## src/hw/rtl/sorted_priority_queue_unit_assert.svh

```systemverilog
// Assertion macros for the sorted priority queue.
`ifndef SORTED_PRIORITY_QUEUE_UNIT_ASSERT_SVH
`define SORTED_PRIORITY_QUEUE_UNIT_ASSERT_SVH

// same-cycle implication
`define SPQ_ASSERT_IMPL(label, clk, rst, ante, cons) \
   label: assert property (@(posedge clk) disable iff (rst) (ante) |-> (cons)) \
      else $error("sorted priority queue assertion failed");

// next-cycle implication
`define SPQ_ASSERT_NEXT(label, clk, rst, ante, cons) \
   label: assert property (@(posedge clk) disable iff (rst) (ante) |=> (cons)) \
      else $error("sorted priority queue assertion failed");

`endif

```

## src/hw/rtl/spq_pkg.sv

```systemverilog
// Types, codes and helpers shared by the sorted priority queue.
package spq_pkg;

   localparam int DEPTH_DEFAULT = 16;

   localparam logic [1:0] ACT_PUSH   = 2'd0;
   localparam logic [1:0] ACT_POP    = 2'd1;
   localparam logic [1:0] ACT_REMOVE = 2'd2;

   localparam logic [1:0] STATUS_OK        = 2'd0;
   localparam logic [1:0] STATUS_EMPTY     = 2'd1;
   localparam logic [1:0] STATUS_FULL      = 2'd2;
   localparam logic [1:0] STATUS_NOT_FOUND = 2'd3;

   localparam logic [1:0] CMD_HOLD  = 2'd0;
   localparam logic [1:0] CMD_PUSH  = 2'd1;
   localparam logic [1:0] CMD_POP   = 2'd2;
   localparam logic [1:0] CMD_SHIFT = 2'd3;

   typedef struct packed {
      logic [1:0]         action;
      logic [15:0]        tag;
      logic signed [15:0] prio;
   } req_type;

   typedef struct packed {
      logic [1:0]         status;
      logic [15:0]        popped_tag;
      logic signed [15:0] popped_prio;
      logic [4:0]         removed_count;
      logic               head_valid;
      logic [15:0]        head_tag;
      logic signed [15:0] head_prio;
      logic [4:0]         occupancy;
   } rsp_type;

   typedef struct packed {
      logic               valid;
      logic [15:0]        tag;
      logic signed [15:0] prio;
   } entry_type;

   typedef struct packed {
      logic [1:0]         code;
      logic [15:0]        tag;
      logic signed [15:0] prio;
   } cmd_type;

   function automatic logic [4:0] sat_count(input logic [31:0] value);
      logic [4:0] result;
      if (value > 32'd31) begin
         result = 5'd31;
      end else begin
         result = value[4:0];
      end
      return result;
   endfunction

endpackage

```

## src/hw/rtl/spq_cell.sv

```systemverilog
// One slot of the sorted chain: holds an entry and trades it with its neighbors.
module spq_cell (
   input  logic               clock,
   input  logic               reset,
   input  spq_pkg::cmd_type   cmd,
   input  spq_pkg::entry_type left_entry,
   input  logic               left_pos,
   input  spq_pkg::entry_type right_entry,
   output spq_pkg::entry_type entry,
   output logic               pos_flag,
   output logic               match
);

   spq_pkg::entry_type entry_ff;
   spq_pkg::entry_type entry_in;
   logic               at_or_above;

   assign pos_flag    = !entry_ff.valid || (entry_ff.prio > cmd.prio);
   assign at_or_above = !entry_ff.valid || (entry_ff.prio >= cmd.prio);
   assign match       = entry_ff.valid && (entry_ff.prio == cmd.prio);
   assign entry       = entry_ff;

   always_comb begin
      entry_in = entry_ff;
      case (cmd.code)
         spq_pkg::CMD_PUSH: begin
            if (left_pos) begin
               entry_in = left_entry;
            end else if (pos_flag) begin
               entry_in.valid = 1'b1;
               entry_in.tag   = cmd.tag;
               entry_in.prio  = cmd.prio;
            end
         end
         spq_pkg::CMD_POP: begin
            entry_in = right_entry;
         end
         spq_pkg::CMD_SHIFT: begin
            if (at_or_above) begin
               entry_in = right_entry;
            end
         end
         default: begin
            entry_in = entry_ff;
         end
      endcase
   end

   always_ff @(posedge clock) begin
      if (reset) begin
         entry_ff.valid <= 1'b0;
      end else begin
         entry_ff <= entry_in;
      end
   end

endmodule

```

## src/hw/rtl/sorted_priority_queue_unit.sv

```systemverilog
// Sorted priority queue: a chain of entry cells kept in ascending priority order.
// Push and pop shift the chain by one cell in the accept cycle, and the result
// is built from the head cell in the next. For remove, the matching entries
// form one run, and the chain shifts left by one cell per cycle until no cell
// matches; remove on an empty queue goes straight to building the result.
// A request is taken only when the previous one has been handed to the result
// register; a result waiting there blocks only the finishing cycle of the next
// request.
module sorted_priority_queue_unit #(
   parameter int DEPTH = spq_pkg::DEPTH_DEFAULT
) (
   input  logic             clock,
   input  logic             reset,
   input  logic             req_valid,
   output logic             req_stall,
   input  spq_pkg::req_type req_data,
   output logic             rsp_valid,
   input  logic             rsp_stall,
   output spq_pkg::rsp_type rsp_data
);

   `include "sorted_priority_queue_unit_assert.svh"

   localparam int CW = $clog2(DEPTH + 1);

   localparam logic [1:0] ST_IDLE   = 2'd0;
   localparam logic [1:0] ST_REMOVE = 2'd1;
   localparam logic [1:0] ST_FINISH = 2'd2;

   spq_pkg::entry_type cell_entry [DEPTH];
   logic [DEPTH-1:0]   cell_pos;
   logic [DEPTH-1:0]   cell_match;
   spq_pkg::cmd_type   cmd;

   logic [1:0]         state_ff, state_in;
   logic [CW-1:0]      count_ff, count_in;
   logic [CW-1:0]      rm_cnt_ff, rm_cnt_in;
   logic [1:0]         status_ff, status_in;
   logic signed [15:0] key_ff, key_in;
   logic [15:0]        ptag_ff, ptag_in;
   logic signed [15:0] pprio_ff, pprio_in;
   logic               rsp_valid_ff;
   spq_pkg::rsp_type   rsp_data_ff;
   spq_pkg::rsp_type   rsp_next;

   logic accept;
   logic full;
   logic empty;
   logic hit;
   logic out_free;

   assign req_stall = (state_ff != ST_IDLE);
   assign accept    = req_valid && !req_stall;
   assign full      = cell_entry[DEPTH-1].valid;
   assign empty     = !cell_entry[0].valid;
   assign hit       = |cell_match;
   assign out_free  = !rsp_valid_ff || !rsp_stall;
   assign rsp_valid = rsp_valid_ff;
   assign rsp_data  = rsp_data_ff;

   always_comb begin
      cmd.code = spq_pkg::CMD_HOLD;
      cmd.tag  = req_data.tag;
      cmd.prio = (state_ff == ST_REMOVE) ? key_ff : req_data.prio;
      if (accept) begin
         case (req_data.action)
            spq_pkg::ACT_PUSH: begin
               if (!full) begin
                  cmd.code = spq_pkg::CMD_PUSH;
               end
            end
            spq_pkg::ACT_POP: begin
               if (!empty) begin
                  cmd.code = spq_pkg::CMD_POP;
               end
            end
            default: begin
               cmd.code = spq_pkg::CMD_HOLD;
            end
         endcase
      end else if ((state_ff == ST_REMOVE) && hit) begin
         cmd.code = spq_pkg::CMD_SHIFT;
      end
   end

   for (genvar i = 0; i < DEPTH; i++) begin : g_cell
      spq_pkg::entry_type left_entry;
      spq_pkg::entry_type right_entry;
      logic               left_pos;

      if (i == 0) begin : g_first
         assign left_entry = '0;
         assign left_pos   = 1'b0;
      end else begin : g_inner_left
         assign left_entry = cell_entry[i-1];
         assign left_pos   = cell_pos[i-1];
      end

      if (i == DEPTH - 1) begin : g_last
         assign right_entry = '0;
      end else begin : g_inner_right
         assign right_entry = cell_entry[i+1];
      end

      spq_cell u_cell (
         .clock       (clock),
         .reset       (reset),
         .cmd         (cmd),
         .left_entry  (left_entry),
         .left_pos    (left_pos),
         .right_entry (right_entry),
         .entry       (cell_entry[i]),
         .pos_flag    (cell_pos[i]),
         .match       (cell_match[i])
      );
   end

   always_comb begin
      state_in  = state_ff;
      count_in  = count_ff;
      rm_cnt_in = rm_cnt_ff;
      status_in = status_ff;
      key_in    = key_ff;
      ptag_in   = ptag_ff;
      pprio_in  = pprio_ff;

      case (cmd.code)
         spq_pkg::CMD_PUSH:  count_in = count_ff + 1'b1;
         spq_pkg::CMD_POP:   count_in = count_ff - 1'b1;
         spq_pkg::CMD_SHIFT: count_in = count_ff - 1'b1;
         default:            count_in = count_ff;
      endcase

      case (state_ff)
         ST_IDLE: begin
            if (accept) begin
               key_in    = req_data.prio;
               rm_cnt_in = '0;
               status_in = spq_pkg::STATUS_OK;
               ptag_in   = '0;
               pprio_in  = '0;
               state_in  = ST_FINISH;
               case (req_data.action)
                  spq_pkg::ACT_PUSH: begin
                     if (full) begin
                        status_in = spq_pkg::STATUS_FULL;
                     end
                  end
                  spq_pkg::ACT_POP: begin
                     if (empty) begin
                        status_in = spq_pkg::STATUS_EMPTY;
                     end else begin
                        ptag_in  = cell_entry[0].tag;
                        pprio_in = cell_entry[0].prio;
                     end
                  end
                  spq_pkg::ACT_REMOVE: begin
                     if (empty) begin
                        status_in = spq_pkg::STATUS_EMPTY;
                     end else begin
                        state_in = ST_REMOVE;
                     end
                  end
                  default: begin
                     status_in = spq_pkg::STATUS_OK;
                  end
               endcase
            end
         end
         ST_REMOVE: begin
            if (hit) begin
               rm_cnt_in = rm_cnt_ff + 1'b1;
            end else begin
               state_in = ST_FINISH;
               if (rm_cnt_ff == '0) begin
                  status_in = spq_pkg::STATUS_NOT_FOUND;
               end
            end
         end
         ST_FINISH: begin
            if (out_free) begin
               state_in = ST_IDLE;
            end
         end
         default: begin
            state_in = ST_IDLE;
         end
      endcase
   end

   always_comb begin
      rsp_next.status        = status_ff;
      rsp_next.popped_tag    = ptag_ff;
      rsp_next.popped_prio   = pprio_ff;
      rsp_next.removed_count = spq_pkg::sat_count(32'(rm_cnt_ff));
      rsp_next.head_valid    = cell_entry[0].valid;
      rsp_next.head_tag      = cell_entry[0].valid ? cell_entry[0].tag : '0;
      rsp_next.head_prio     = cell_entry[0].valid ? cell_entry[0].prio : '0;
      rsp_next.occupancy     = spq_pkg::sat_count(32'(count_ff));
   end

   always_ff @(posedge clock) begin
      if (reset) begin
         state_ff     <= ST_IDLE;
         count_ff     <= '0;
         rsp_valid_ff <= 1'b0;
      end else begin
         state_ff <= state_in;
         count_ff <= count_in;
         if ((state_ff == ST_FINISH) && out_free) begin
            rsp_valid_ff <= 1'b1;
         end else if (!rsp_stall) begin
            rsp_valid_ff <= 1'b0;
         end
      end
   end

   always_ff @(posedge clock) begin
      rm_cnt_ff <= rm_cnt_in;
      status_ff <= status_in;
      key_ff    <= key_in;
      ptag_ff   <= ptag_in;
      pprio_ff  <= pprio_in;
      if ((state_ff == ST_FINISH) && out_free) begin
         rsp_data_ff <= rsp_next;
      end
   end

   `SPQ_ASSERT_IMPL(a_empty_matches_count, clock, reset, 1'b1, (count_ff == '0) == empty)
   `SPQ_ASSERT_IMPL(a_full_matches_count, clock, reset, 1'b1, (count_ff == CW'(DEPTH)) == full)
   `SPQ_ASSERT_NEXT(a_push_grows, clock, reset, cmd.code == spq_pkg::CMD_PUSH, count_ff == $past(count_ff) + 1'b1)
   `SPQ_ASSERT_NEXT(a_shift_shrinks, clock, reset, cmd.code == spq_pkg::CMD_SHIFT, count_ff == $past(count_ff) - 1'b1)

endmodule

```

## config.mk

```make
export PLATFORM = sky130hd
export DESIGN_NAME = sorted_priority_queue_unit
export DESIGN_NICKNAME = d
export VERILOG_FILES = /design/src/hw/rtl/spq_pkg.sv /design/src/hw/rtl/spq_cell.sv /design/src/hw/rtl/sorted_priority_queue_unit.sv
export VERILOG_INCLUDE_DIRS = /design/src /design/src/hw/rtl
export SDC_FILE = /design/constraint.sdc
export NUM_CORES = 2
export LEC_CHECK = 0
export BUFFER_PORTS_ARGS = -buffer_cell sky130_fd_sc_hd__clkbuf_2
export CORE_ASPECT_RATIO = 0.8
export CORE_UTILIZATION = 58
export DETAILED_ROUTE_END_ITERATION = 8
export PLACE_DENSITY = 0.86
export SYNTH_ARGS = -nofsm -noshare
export SYNTH_HDL_FRONTEND = slang
export SYNTH_SLANG_ARGS = --single-unit
```

## constraint.sdc

```tcl
create_clock -name clock -period 9.9 [get_ports clock]
set_input_delay 1.485 -clock clock [delete_from_list [all_inputs] [get_ports clock]]
set_output_delay 1.485 -clock clock [all_outputs]
set_load 0.1 [all_outputs]
```

==> metrics.md <==
| Metric | Value |
|---|---|
| Status | complete, no violations |
| Syn Std Cell Area | 37600 µm² |
| # Post-CTS Setup Buffers | 0 |
| CP delay by family, top | simple AND/OR/NAND/NOR gates |
| Bufs and invs on worst path | 4 |
| Met2 GRT Util | 44.0% |
| Sequential-to-total area share from yosys stat | 52.7% |
| Total number of vias | roughly 29000 |
| WP data arrival | approximately 7.7 ns |
| Layout cells sized above 1 | 9.25% |
| Most numerous cell in the Yosys netlist | edfxtp_1 |
| Number of synthesis warnings | 0 |
| CTS root buf | clkbuf_16 |
| Max_slew headroom | 11.2% |
| GRT busiest layer | met1 |
| Clk_lat worst skew | 0.63 ns |
| Max-cap viol count | 0 |
| Setup TNS Final | 0 ns |
| Part of the power in combinational logic | 9.3% |
| M3 GR Usage | 7.98% |
| DRC | 0 |
| Post-synth EDFFs | 644 |
| Final Net Count | 3925 |
| Synth Flop Type | edfxtp_1 |
| Final period util | about three quarters |
| CP Max Fanout | 25 |
| Detail Placement HPWL | 68000 µm |
| Slew of the pin with the lowest slew margin | 1.31 ns |
| DRT iter0 DRCs | around 4500 |
| Cell repeated most along the worst path | buf_4 |
| Req. time, crit path | 10.20 ns |
| Seq cells post-synth | 668 |
| Largest net degree at the start of global routing | 287 |
| First-pass GRT wire length | 156000 µm |
| Pint | 4760 µW |
| Met1 global-route usage | 44.4% |
| Die width | 287 µm |
| Routed len/inst | approximately 22 µm |
| Crit path time final | 7.40 ns |
| Hold buffers post-CTS | 0 |
| Setup Viol. Count Final | 0 |
| Vias in the first global route | 27600 |
| First-pass DRT Iterations | 6 |
| Global-route congestion overflow total | 0 |
| FP Rows | 83 |
| CP max stage delay | 0.97 ns |
| CP startpoint | state_ff[1] |
| CP Cell Sequence | nand2b_1 -> buf_4 -> mux2_2 -> inv_1 -> buf_4 -> ha_1 -> nand4_1 -> nor4_1 -> a22oi_1 -> nand4_1 -> o21bai_1 -> nand3_1 -> nand2_1 -> nor2b_2 -> buf_4 |
| Core area | 64200 µm² |
| Critical path capture point type | flip-flop |
| CTS HTree Levels | 3 |
| Final Max Tran Viols | 0 |
| Hold Slack | between 0.4 and 0.5 ns |
| Critical path class | reg2reg |
| Initial core utilization | between 50% and 60% |
| Avg Cell Area, Syn | 10.4 µm² |
| FMAX | 0.135 GHz |
| Via density per instance | 6.43 |
| Area contributors post-synth | edfxtp_1 (51%), ha_1 (8.8%), o21ai_0 (7.1%) |
| CTS tree | yes |
| Die Y-Extent | 230 µm |
| Sw Ratio | between 20% and 30% |
| Initial antenna violation count | 0 |
| Post-synth top cells | edfxtp_1 (644), nand2_1 (635), o21ai_0 (535) |
| RSZ-0062 raised after global routing | no |
| Final Skew | about 0.022 ns |
| Worst Hold Class | reg2reg |
| Clk pwr share | 39.9% |
| Io pins | between 100 and 150 |
| RePlAce Congestion | 0.978 |
| Worst VDD drop | 0.103 mV |
| Post-Route WL | 100000 µm |
| Synthesis-to-layout area growth | 9.15% |
| Clock-pin slew on the worst setup and hold paths | 0.06 ns |
| Hold Fails Final Rpt | 0 |
| Number of non-filler instances in the completed layout | 4526 |
| Critical path startpoint category | flip-flop |
| Diode count | 0 |
| Final core occ | about 64% |
| Synth Instances | 3615 |
| Reg2Reg Launch Point | state_ff[1] |
| Syn nets | 3919 |
| DP Cell Count | about 4400 |
| Share of the synthesized area in the top cell type | between 50% and 60% |
| Sw power | 1610 µW |
| CTS sink cnt | 668 |
| Seq pwr share | 50.7% |
| Synth area leader | edfxtp_1 |
| PortBufs | 116 |
| Max Root-Sink Buffers | 3 |
| Leakage | 0.0154 µW |
| Post-synth ARST share | 0% |
| Yosys cell types | 76 |
| DRT antenna net count | 0 |
| HP Start | pprio_ff[3] |
| Post_cts resized | 0 |
| CTS buffer count | 70 |
| Slowest cell on the critical path | nor2b_2 |
| DIE AREA | 65900 µm² |
| Tot GR Track Use | a little under a third |
| Cell Pwr Density | approximately 160 nW/µm² |
## layout make-up
| cell class | count | area (µm²) |
|---|---|---|
| inverters | 59 | 238 |
| clock buffers | 81 | 1790 |
| flip-flops and latches | 668 | 19800 |
| fillers | 4719 | 23100 |
| repair buffers | 176 | 1040 |
| well taps | 850 | 1060 |
| multi-input cells | 2646 | 16700 |
| clock inverters | 46 | 377 |
## stage by stage
stage / area [µm²] / power [µW] / worst slack [ns]
floorplan: 37600 / 3690 / 2.63
global placement: 38900 / 3840 / 2.41
detailed placement: 38900 / 3860 / 2.25
CTS: 41100 / 6370 / 2.72
global route: 41100 / 6540 / 2.17
finish: 41100 / 6370 / 2.50
## final timing paths
path                                     end  slack, ns  cells past startpoint
setup reg to reg  g_cell[1].u_cell.entry[28]       2.50                     15
setup / recovery  g_cell[1].u_cell.entry[28]       2.50                     15
hold / removal                  rsp_data[46]       0.41                      0
hold reg to reg                 rsp_data[46]       0.41                      0
## power groups by stage
stage	Combinational (µW)	Clock [µW]	Sequential (µW)
2_1_floorplan	312	0	3380
3_3_place_gp	551	0	3280
3_5_place_dp	575	0	3290
4_1_cts	580	2560	3230
5_1_grt	638	2660	3240
6_report	594	2540	3230
## cells in the final DEF, fill, tap and decap left out, types with 64 or more instances in the layout
cell type	netlist	final
a21oi_1	205	202
clkbuf_16	0	70
clkbuf_2	0	116
edfxtp_1	644	644
ha_1	265	265
mux2i_1	258	258
nand2_1	635	634
nand4_1	64	64
nor2_1	233	229
o21ai_0	535	534
## worst reg2reg max path, stage by stage, from the launching register on
cell and delay, ns:
dfxtp_1 0.44, nand2b_1 0.15, buf_4 0.38, mux2_2 0.44
inv_1 0.66, buf_4 0.33, ha_1 0.18, nand4_1 0.19
nor4_1 0.89, a22oi_1 0.25, nand4_1 0.23, o21bai_1 0.25
nand3_1 0.77, nand2_1 0.56, nor2b_2 0.97, buf_4 0.39
## sequential cells by signal (all words and copies together) (netlist names)
register / cells
ptag_ff: 16
rm_cnt_ff: 5
rsp_data: 77
rsp_valid: 1
state_ff: 2
count_ff: 5
key_ff: 16
pprio_ff: 16
g_cell.u_cell.entry: 528
status_ff: 2
## kinds of logic after synthesis
| family | after synthesis | share of synthesized area [%] |
|---|---|---|
| AOI/OAI and AO/OA | 959 | 14.2 |
| xor gates and xnor gates | 8 | 0.186 |
| adders and majority gates | 266 | 8.86 |
| buffers and inverters | 301 | 3.46 |
| DFF | 668 | 52.7 |
| muxes | 277 | 7.43 |
| and+or+nand+nor | 1136 | 13.2 |
## routing by layer
layer	wire (µm)	share of wire [%]
met3	14400	14
met2	42700	42
met4	2550	2.5
met5	0	0
met1	40800	41
Note: power is estimated with default switching activity, not from simulation.
